[config.mk]
export PLATFORM = sky130hd
export DESIGN_NAME = index_edge_revolution_calibrator
export DESIGN_NICKNAME = d
export VERILOG_FILES = /design/src/hw/rtl/iercal_pkg.sv /design/src/hw/rtl/iercal_tracker.sv /design/src/hw/rtl/index_edge_revolution_calibrator.sv
export VERILOG_INCLUDE_DIRS = /design/src /design/src/hw/rtl
export SDC_FILE = /design/constraint.sdc
export NUM_CORES = 1
export LEC_CHECK = 0
export BUFFER_PORTS_ARGS = -buffer_cell sky130_fd_sc_hd__clkbuf_2
export CORE_MARGIN = 2
export CORE_UTILIZATION = 48
export DETAILED_ROUTE_END_ITERATION = 8
export GPL_TIMING_DRIVEN = 1
export MAX_ROUTING_LAYER = met4
export PLACE_DENSITY = 0.63
export SYNTH_ARGS = -nofsm -noshare
export SYNTH_HDL_FRONTEND = slang
export SYNTH_SLANG_ARGS = --single-unit
[constraint.sdc]
create_clock -name clk -period 7.8 [get_ports clk]
set_clock_uncertainty 0.2 [all_clocks]
set_input_delay 0 -clock clk [delete_from_list [all_inputs] [get_ports clk]]
set_output_delay 0 -clock clk [all_outputs]
set_load 0.005 [all_outputs]
[src/hw/rtl/index_edge_revolution_calibrator_defines.svh]
// Assertion macros shared by the calibrator RTL.
// No dependencies; taken in by `include where checks are written.
`ifndef INDEX_EDGE_REVOLUTION_CALIBRATOR_DEFINES_SVH
`define INDEX_EDGE_REVOLUTION_CALIBRATOR_DEFINES_SVH
`ifndef SYNTHESIS
// Check that is ignored while reset is high
`define IERC_ASSERT(lbl, clk_sig, rst_sig, prop, msg) \
  lbl: assert property (@(posedge clk_sig) disable iff (rst_sig) prop) else $error(msg);
// Check that also covers the reset cycles
`define IERC_ASSERT_ALL(lbl, clk_sig, prop, msg) \
  lbl: assert property (@(posedge clk_sig) prop) else $error(msg);
`else
`define IERC_ASSERT(lbl, clk_sig, rst_sig, prop, msg)
`define IERC_ASSERT_ALL(lbl, clk_sig, prop, msg)
`endif
`endif

[src/hw/rtl/iercal_pkg.sv]
// Shared types and constants of the index edge revolution calibrator.
// No dependencies; used by iercal_tracker and the top level.
package iercal_pkg;

  // Item kinds carried on the input tuser bit
  localparam logic ActStart = 1'b0;
  localparam logic ActStep  = 1'b1;

  // Edge counting
  localparam logic [2:0] EdgesNeeded       = 3'd4;
  localparam logic [2:0] FirstIntervalEdge = 3'd2;
  localparam logic [2:0] EdgeCountMax      = 3'd7;

  // Counter limits
  localparam logic [16:0] StepCountMax = 17'h1FFFF;
  localparam logic [15:0] MaxStepsReset = 16'd16384;

  // Division by three of an 18-bit sum: floor(x * 174763 / 2^19)
  localparam logic [17:0] Div3Mult  = 18'd174763;
  localparam int          Div3Shift = 19;

  // Calibration status as seen after the latest item
  typedef struct packed {
    logic        finished;
    logic        success;
    logic [2:0]  edges;
    logic [17:0] interval_sum;
  } status_t;

endpackage

[src/hw/rtl/iercal_tracker.sv]
// Calibration state: edge detection, step and interval counters, limit check.
// Depends on iercal_pkg.
module iercal_tracker (
  input  logic                 clk,
  input  logic                 rst,
  input  logic                 load,
  input  logic                 action,
  input  logic                 level,
  input  logic [15:0]          max_steps,
  output iercal_pkg::status_t  status
);

  logic        last_level;
  logic [16:0] step_total;
  logic [2:0]  edge_total;
  logic        seen_first_edge;
  logic [16:0] interval_steps;
  logic [17:0] interval_sum;
  logic        finished;

  logic        last_level_next;
  logic [16:0] step_total_next;
  logic [2:0]  edge_total_next;
  logic        seen_first_edge_next;
  logic [16:0] interval_steps_next;
  logic [17:0] interval_sum_next;
  logic        finished_next;

  // Next state for one item
  always_comb begin
    last_level_next      = last_level;
    step_total_next      = step_total;
    edge_total_next      = edge_total;
    seen_first_edge_next = seen_first_edge;
    interval_steps_next  = interval_steps;
    interval_sum_next    = interval_sum;
    finished_next        = finished;
    if (action == iercal_pkg::ActStart) begin
      last_level_next      = level;
      step_total_next      = '0;
      edge_total_next      = '0;
      seen_first_edge_next = 1'b0;
      interval_steps_next  = '0;
      interval_sum_next    = '0;
      finished_next        = 1'b0;
    end else if (!finished) begin
      if (step_total < iercal_pkg::StepCountMax) begin
        step_total_next = step_total + 17'd1;
      end
      if (seen_first_edge && (interval_steps < iercal_pkg::StepCountMax)) begin
        interval_steps_next = interval_steps + 17'd1;
      end
      // Falling edge on the index sensor
      if (last_level && !level) begin
        if (edge_total < iercal_pkg::EdgeCountMax) begin
          edge_total_next = edge_total + 3'd1;
        end
        if (!seen_first_edge) begin
          seen_first_edge_next = 1'b1;
        end else begin
          if ((edge_total_next >= iercal_pkg::FirstIntervalEdge) &&
              (edge_total_next <= iercal_pkg::EdgesNeeded)) begin
            interval_sum_next = interval_sum + {1'b0, interval_steps_next};
          end
          interval_steps_next = '0;
        end
      end
      if ((edge_total_next >= iercal_pkg::EdgesNeeded) ||
          (step_total_next > {1'b0, max_steps})) begin
        finished_next = 1'b1;
      end
      last_level_next = level;
    end
  end

  always_ff @(posedge clk) begin
    if (rst) begin
      last_level      <= 1'b0;
      step_total      <= '0;
      edge_total      <= '0;
      seen_first_edge <= 1'b0;
      interval_steps  <= '0;
      interval_sum    <= '0;
      finished        <= 1'b0;
    end else if (load) begin
      last_level      <= last_level_next;
      step_total      <= step_total_next;
      edge_total      <= edge_total_next;
      seen_first_edge <= seen_first_edge_next;
      interval_steps  <= interval_steps_next;
      interval_sum    <= interval_sum_next;
      finished        <= finished_next;
    end
  end

  // Status after the latest item
  assign status.finished     = finished;
  assign status.success      = finished && (edge_total >= iercal_pkg::EdgesNeeded);
  assign status.edges        = edge_total;
  assign status.interval_sum = interval_sum;

endmodule

[src/hw/rtl/index_edge_revolution_calibrator.sv]
// Top level of the index edge revolution calibrator: handshakes, pipeline, averaging.
// Depends on iercal_pkg, iercal_tracker and index_edge_revolution_calibrator_defines.svh.
//
//  channel   direction  signals                         content
//  s_*       in         s_tvalid s_tready s_tuser s_tdata  action, sensor level
//  m_*       out        m_tvalid m_tready m_tdata          one result per input
//  cfg_*     in         cfg_valid cfg_ready cfg_data       max_steps register
//
// Three stages: input register, state update, output register with divide by three.
// One item per cycle sustained unless m_tready stalls the pipeline.
// rst clears the pipeline, all counts and sets max_steps to 16384.
// A stalled m_tready fills the stages in turn; s_tready falls once all three are full.
// cfg_ready is always high; user must write while no item is in flight, not enforced.
`include "index_edge_revolution_calibrator_defines.svh"

module index_edge_revolution_calibrator (
  input  logic        clk,
  input  logic        rst,
  input  logic        s_tvalid,
  output logic        s_tready,
  input  logic        s_tuser,   // [0] action
  input  logic [7:0]  s_tdata,   // [0] sensor_level, [7:1] zero
  output logic        m_tvalid,
  input  logic        m_tready,
  output logic [23:0] m_tdata,   // [0] done_res, [1] success, [4:2] edges_seen,
                                 // [20:5] rev_steps, [23:21] zero
  input  logic        cfg_valid,
  output logic        cfg_ready,
  input  logic [15:0] cfg_data
);

  logic        a_valid;
  logic        a_action;
  logic        a_level;
  logic        a_ready;
  logic        b_valid;
  logic        b_ready;
  logic        c_ready;
  logic [15:0] max_steps;

  iercal_pkg::status_t status;

  logic [35:0] avg_product;
  logic [16:0] avg_quot;
  logic [15:0] avg_sat;
  logic [15:0] rev_steps;

  // Configuration register
  assign cfg_ready = 1'b1;

  always_ff @(posedge clk) begin
    if (rst) begin
      max_steps <= iercal_pkg::MaxStepsReset;
    end else if (cfg_valid && cfg_ready) begin
      max_steps <= cfg_data;
    end
  end

  // Stage readiness
  assign c_ready  = !m_tvalid || m_tready;
  assign b_ready  = !b_valid || c_ready;
  assign a_ready  = !a_valid || b_ready;
  assign s_tready = a_ready;

  // Input register
  always_ff @(posedge clk) begin
    if (rst) begin
      a_valid <= 1'b0;
    end else if (a_ready) begin
      a_valid <= s_tvalid;
    end
  end

  always_ff @(posedge clk) begin
    if (s_tvalid && a_ready) begin
      a_action <= s_tuser;
      a_level  <= s_tdata[0];
    end
  end

  // State update stage; the tracker registers hold this stage's payload
  always_ff @(posedge clk) begin
    if (rst) begin
      b_valid <= 1'b0;
    end else if (b_ready) begin
      b_valid <= a_valid;
    end
  end

  iercal_tracker u_tracker (
    .clk       (clk),
    .rst       (rst),
    .load      (a_valid && b_ready),
    .action    (a_action),
    .level     (a_level),
    .max_steps (max_steps),
    .status    (status)
  );

  // Average of three intervals, saturated to 16 bits
  assign avg_product = 36'(status.interval_sum) * 36'(iercal_pkg::Div3Mult);
  assign avg_quot    = avg_product[iercal_pkg::Div3Shift +: 17];
  assign avg_sat     = avg_quot[16] ? 16'hFFFF : avg_quot[15:0];
  assign rev_steps   = status.success ? avg_sat : 16'd0;

  // Output register
  always_ff @(posedge clk) begin
    if (rst) begin
      m_tvalid <= 1'b0;
    end else if (c_ready) begin
      m_tvalid <= b_valid;
    end
  end

  always_ff @(posedge clk) begin
    if (b_valid && c_ready) begin
      m_tdata <= {3'b000, rev_steps, status.edges, status.success, status.finished};
    end
  end

  // Checks
  `IERC_ASSERT_ALL(a_reset_clears_out, clk, rst |=> !m_tvalid, "output valid after reset")
  `IERC_ASSERT(a_success_needs_edges, clk, rst,
    status.success |-> (status.finished && (status.edges == iercal_pkg::EdgesNeeded)),
    "success without four edges")
  `IERC_ASSERT(a_edges_bounded, clk, rst, status.edges <= iercal_pkg::EdgesNeeded,
    "edge count beyond four")
  `IERC_ASSERT(a_fail_zero_steps, clk, rst,
    (m_tvalid && !m_tdata[1]) |-> (m_tdata[20:5] == 16'd0),
    "nonzero step count without success")
  `IERC_ASSERT(a_stall_only_full, clk, rst, !s_tready |-> (a_valid && b_valid && m_tvalid),
    "input stalled with a free stage")

endmodule
# Yosys cells after proc, flatten, opt, wreduce, memory -nomap -nowiden
# Cells that the tools add are included.
[op_classes]
addsub = 4
mul = 1
order_cmp = 8
eq_ne = 4
muxes = 35
reduce_logical = 18
[op_table]
columns = ["op", "count"]
rows = [
  ["17-bit 2-to-1 mux", 12],
  ["18-bit 2-to-1 mux", 5],
  ["18-bit by 18-bit multiplier with 36-bit output (second input constant)", 1],
  ["17-bit by 1-bit adder with 17-bit output (second input constant)", 2],
  ["17-bit less-than comparator (second input constant)", 2],
  ["3-bit 2-to-1 mux", 9],
  ["18-bit by 17-bit adder with 18-bit output", 1],
  ["17-bit by 16-bit > comparator with 1-bit output", 1],
  ["16-bit 2-to-1 mux", 1],
  ["1-bit 2-to-1 mux", 8],
  ["1-bit logical AND", 7],
  ["3-bit >= comparator (second input constant)", 2],
  ["2-bit by 1-bit != test with 1-bit output (second input constant)", 3],
  ["5-bit AND reduction", 1],
  ["1-bit logical NOT", 4],
  ["1-bit logical OR", 4],
  ["3-bit by 1-bit adder with 3-bit output (second input constant)", 1],
  ["3-bit by 2-bit >= comparator with 1-bit output (second input constant)", 1],
  ["3-bit <= comparator (second input constant)", 1],
  ["3-bit less-than comparator (second input constant)", 1],
  ["3-bit AND reduction", 1],
  ["2-bit != test (second input constant)", 1],
  ["2-bit AND reduction", 1],
]
[word_totals]
ff_bits = 100
input_bits = 30
output_inout_bits = 27
word_cells = 85

# Depth between registers and ports, before layout
[depth]
word_depth = 13
depth_mapped = 21
depth_no_buf = 20

# Hierarchy
# Synthesis repeated with hierarchy kept, for this count alone.
[unflattened]
hier_cells = 1298
area_unflattened_um2 = 11726.2
[modules_own_cells]
columns = ["mod", "n_inst", "cells_per_inst", "area_each_um2", "seq_area_each_um2"]
rows = [
  ["index_edge_revolution_calibrator", 1, 745, 7445.9, 1071.0],
  ["iercal_tracker", 1, 553, 4280.4, 1161.1],
]

# Least setup slack after synthesis
# Ideal clock, no wire load.
[synth_timing]
kind = "register -> register"
startpoint = "register u_tracker.interval_sum[7]"
endpoint = "register m_tdata[10] (data pin)"
setup_time_ps = 274
arrival_time_ps = 5658
t_required_ps = 7326
setup_slack_ps = 1668
path_stages_with_launch = 21
n_path_buf = 1
period_less_slack_ps = 6132
cell_sequence = "dfxtp_1 -> ha_1 -> fa_1 -> inv_1 -> fa_1 -> fa_1 -> inv_1 -> fa_1 -> inv_1 -> fa_1 -> inv_1 -> ha_1 -> nand4_4 -> nor2_1 -> a211oi_1 -> a21oi_2 -> o41ai_4 -> mux2_4 -> a211oi_4 -> buf_8 -> a21oi_2"
[synth_between]
elab_chain_len = 2
[synth_rtl]
columns = ["element", "line", "source"]
rows = [
  ["from (decl)", "iercal_tracker.sv:18", "logic [17:0] interval_sum;"],
  ["from (signal assigned)", "iercal_tracker.sv:91", "interval_sum <= interval_sum_next;"],
  ["18-bit by 18-bit multiplier with 36-bit output", "index_edge_revolution_calibrator.sv:101", "assign avg_product = 36'(status.interval_sum) * 36'(iercal_pkg::Div3Mult);"],
  ["16-bit 2-to-1 mux", "index_edge_revolution_calibrator.sv:103", "assign avg_sat = avg_quot[16] ? 16'hFFFF : avg_quot[15:0];"],
  ["to (signal assigned)", "index_edge_revolution_calibrator.sv:117", "m_tdata <= {3'b000, rev_steps, status.edges, status.success, status.finished};"],
  ["to (decl)", "index_edge_revolution_calibrator.sv:25", "output logic [23:0] m_tdata,"],
]
# No other way between the ends.
# A chain may end at the register's enable or synchronous reset.

# Final worst setup path
[layout_timing]
startpoint = "register u_tracker.interval_sum[1]"
endpoint = "register m_tdata[6] (data pin)"
# Same word-level chain as after synthesis.

==> summary.txt <==
Synth
  – Sequential element share of the synthesized area: approximately a fifth
  – Xor-xnor portion of the synthesized cell area: 4.399%
  – Total number of yosys warnings: 0
  – Fraction of the mapped netlist area in compound gates: between 10% and 20%
  – Most used DFF post-synth: dfxtp_1
  – Synth Instances: around 1.3k
  – Async SR Flop Fraction: 0%
  – Synth top cells by count: inv_1, ha_1, fa_1, nor2_1, dfxtp_1
  – Simple-gate share of the synthesized area: around an eighth
  – Main area contributors after synthesis: ha_1, fa_1, dfxtp_1
  – Distinct cells, synth: 79
  – Largest family of logic cells by synthesized area: adder cells
  – Syn Area/Cell: around 9.1 µm²
  – Adder-Cell Fraction of Synth Area: about two fifths
  – Multiplexer share of the synthesized area: about 1.8%
  – Synth top area share: roughly 21%
  – Post-synthesis register bit count: 100
  – Cell Area, Synth: roughly 12000 µm²
  – EDFF count, synth: 23
  – Most numerous cell in the Yosys netlist: inv_1
  – Post-synth top area cell: ha_1

Worst setup path
  – Required time of the critical path: between 7000 and 8000 ps
  – FF-to-FF Start: u_tracker.interval_sum[1]$_SDFFE_PP0P_
  – Crit. Startpoint: u_tracker.interval_sum[1]$_SDFFE_PP0P_
  – Nature of the critical path endpoint: flip-flop
  – R2R depth: 20
  – Worst setup path endpoint: m_tdata[6]$_SDFFCE_PN0P_
  – FF-to-FF setup slack: 820 ps
  – Setup crit start kind: flip-flop
  – CP Class: flip-flop to flip-flop
  – Worst endpoint data arrival time: slightly below 7000 ps
  – RR Endpoint: m_tdata[6]$_SDFFCE_PN0P_
  – Critical-path maximum fanout: 14

Detailed routing
  – First DRT Iteration DRCs: roughly 500
  – DRT Pass-1 Iters: 5
  – Detail Route Antenna Nets: 0
  – DRC viols: 0
  – Routed via count: between 8k and 9k
  – Final WL: approximately 26000 µm
  – WL per Instance: around 16 µm
  – Vias per cell: 5.229

GRT
  – Initial antenna violation count: 0
  – Routing usage on met2: 39.17%
  – GRT met3 Usage: about 2.2%
  – Grt ovf: 0
  – Largest net degree at the start of global routing: between 50 and 60
  – Vias in the first global route: 8897
  – Total Routing Usage GR: about 22%
  – M1 GR Usage: 26.03%
  – GR peak layer: met2
  – Global-route wire length before repair: approximately 44000 µm

Clock network
  – CTS Buffer Depth: 2
  – CTS tree: yes
  – CTS Sinks: 100
  – CTS clk-pin slew, worst paths: 80 ps
  – Num CTS Buffers: 9
  – Number of gates resized after cts: 0
  – H-tree Lvls: 3
  – Clock latency on the worst-skew pair: approximately 370 ps
  – Clk root buf: clkbuf_16

STA
  – Max Transition Viols Final: 0
  – Minimum clock period: 6976 ps
  – Final Hold Viols: 0
  – Final period util: 89.43%
  – RSZ-0062 raised after global routing: false
  – F_max: about 140 MHz
  – Total negative slack: 0 ps
  – Slew @ Worst Pin: 947.8 ps
  – Slew HR: between 30% and 40%
  – Final Setup Violations: 0

Finish
  – Design area: about 13000 µm²
  – Layout cells sized above 1: about 8.0%
  – Layout area overhead: 8.990%
  – Fin nets: roughly 1.7k
  – FILL cells: about 2.2k
  – N_diodes: 0
  – Final non-filler cell total: 1681

Hold path
  – Hold Path Depth: 3
  – Worst hold path class: primary input to flip-flop

Power
  – Leakage: 6.557 nW
  – Peak VDD IR: ~0.10 mV
  – Power Density: approximately 86 nW/µm²
  – Total power draw: approximately 1.1 mW

Die
  – DIE HEIGHT: between 150 and 200 µm
  – Core Area: 24180 µm²
  – Io pins: 57
  – Die Area: roughly 26000 µm²
  – Starting Density: 48.58%
  – Die W: approximately 160 µm
  – Count of standard-cell rows: 57

Place
  – Cell Area, Placed: ~12000 µm²
  – IO buf count: 45
  – Final RePlAce weighted congestion: between 0.9 and 1
  – DP HPWL: around 21000 µm
  – Placed insts: between 1.5k and 2k

Status
  – Run status: finished, final reports clean

Job
  – Max Cap Viol: 0
## cell families (layout without fill, tap and decap cells)
family	count (synthesis)	after routing
AOI/OAI and AO/OA	233	233
muxes	21	21
and+or+nand+nor	292	292
DFF	100	100
buffers and inverters	287	345
other	2	4
xor gates and xnor gates	59	59
adders and majority gates	303	303
## layout by cell type (no fill, tap or decap), drive strengths merged, types with 11 or more instances in the layout
master,n
nor2b,11
mux2i,19
xor2,25
inv,259
nor3,20
ha,194
clkbuf,54
nand2,64
a21o,20
edfxtp,23
a21oi,84
nor2,85
xnor2,34
a22oi,14
nand4,13
dlygate4sd3,21
fa,109
o21ai,52
and3,12
nand3,33
dfxtp,77
## routing by layer
metal	vias up	routed length, µm
met2	125	13260
met5	-	0
li1	4443	-
met3	32	570
met4	0	564
met1	4190	11730
## power breakdown
part	leakage, nW	switching (mW)	internal (mW)
Sequential	0.868	0.00600	0.536
Combinational	5.54	0.0380	0.0286
Clock	0.152	0.257	0.233
## cell type report
| cell class | instances | area, µm² | share of cell area (%) |
|---|---|---|---|
| Inverter | 256 | 960.9 | 7.506 |
| Tap cell | 324 | 405.4 | 3.167 |
| Sequential cell | 100 | 2232 | 17.44 |
| Clock inverter | 7 | 91.34 | 0.7134 |
| Timing Repair Buffer | 73 | 488.0 | 3.812 |
| Multi-Input combinational cell | 912 | 8399 | 65.61 |
| Clock buffer | 9 | 225.2 | 1.759 |
## flip-flops by register name, indices dropped and copies added (netlist names), 3 cells and up
signal / count
u_tracker.step_total: 17
m_tdata: 21
u_tracker.interval_sum: 18
u_tracker.edge_total: 3
u_tracker.interval_steps: 17
max_steps: 16
## worst min-delay path by stage
| stage | from | to | slack, ps |
|---|---|---|---|
| 6_report | rst | u_tracker.edge_total[1]$_SDFFE_PP0P_ | 10 |
| 5_1_grt | rst | u_tracker.edge_total[1]$_SDFFE_PP0P_ | 50 |
| 4_1_cts | rst | m_tvalid$_SDFFE_PP0P_ | 20 |
| 3_5_place_dp | s_tdata[0] | a_level$_DFFE_PP_ | -20 |
| 3_3_place_gp | s_tdata[0] | a_level$_DFFE_PP_ | -20 |
| 2_1_floorplan | s_tuser | a_action$_DFFE_PP_ | -100 |
## per-stage QoR
step	util [%]	hold WS [ps]	setup WS [ps]
floorplan	-	-101.1	1668
global placement	50.77	-20.92	912.7
detailed placement	50.77	-21.33	773.5
CTS	52.95	16.04	782.3
global route	52.95	49.43	470.6
finish	52.95	11.77	824.1
## repair_timing
action / CTS / global route
hold buffers: 21 / 0
endpoints found under the hold margin: 24 / 0
setup buffers: 0 / 0
## critical path, stage by stage (launching register included)
cell      delay [ps]
dfxtp_1          590
ha_1             390
xor2_1           300
ha_1             210
a21oi_1           50
fa_1             500
inv_1             60
fa_1             500
fa_1             540
inv_1             50
fa_1             520
inv_1             40
ha_1             370
nand4_1          250
nor2_1           100
a211oi_1         310
a21oi_2          140
o41ai_4          400
mux2_4           350
a211oi_4         700
a21oi_1          140
(Power assumes the default switching activity.)
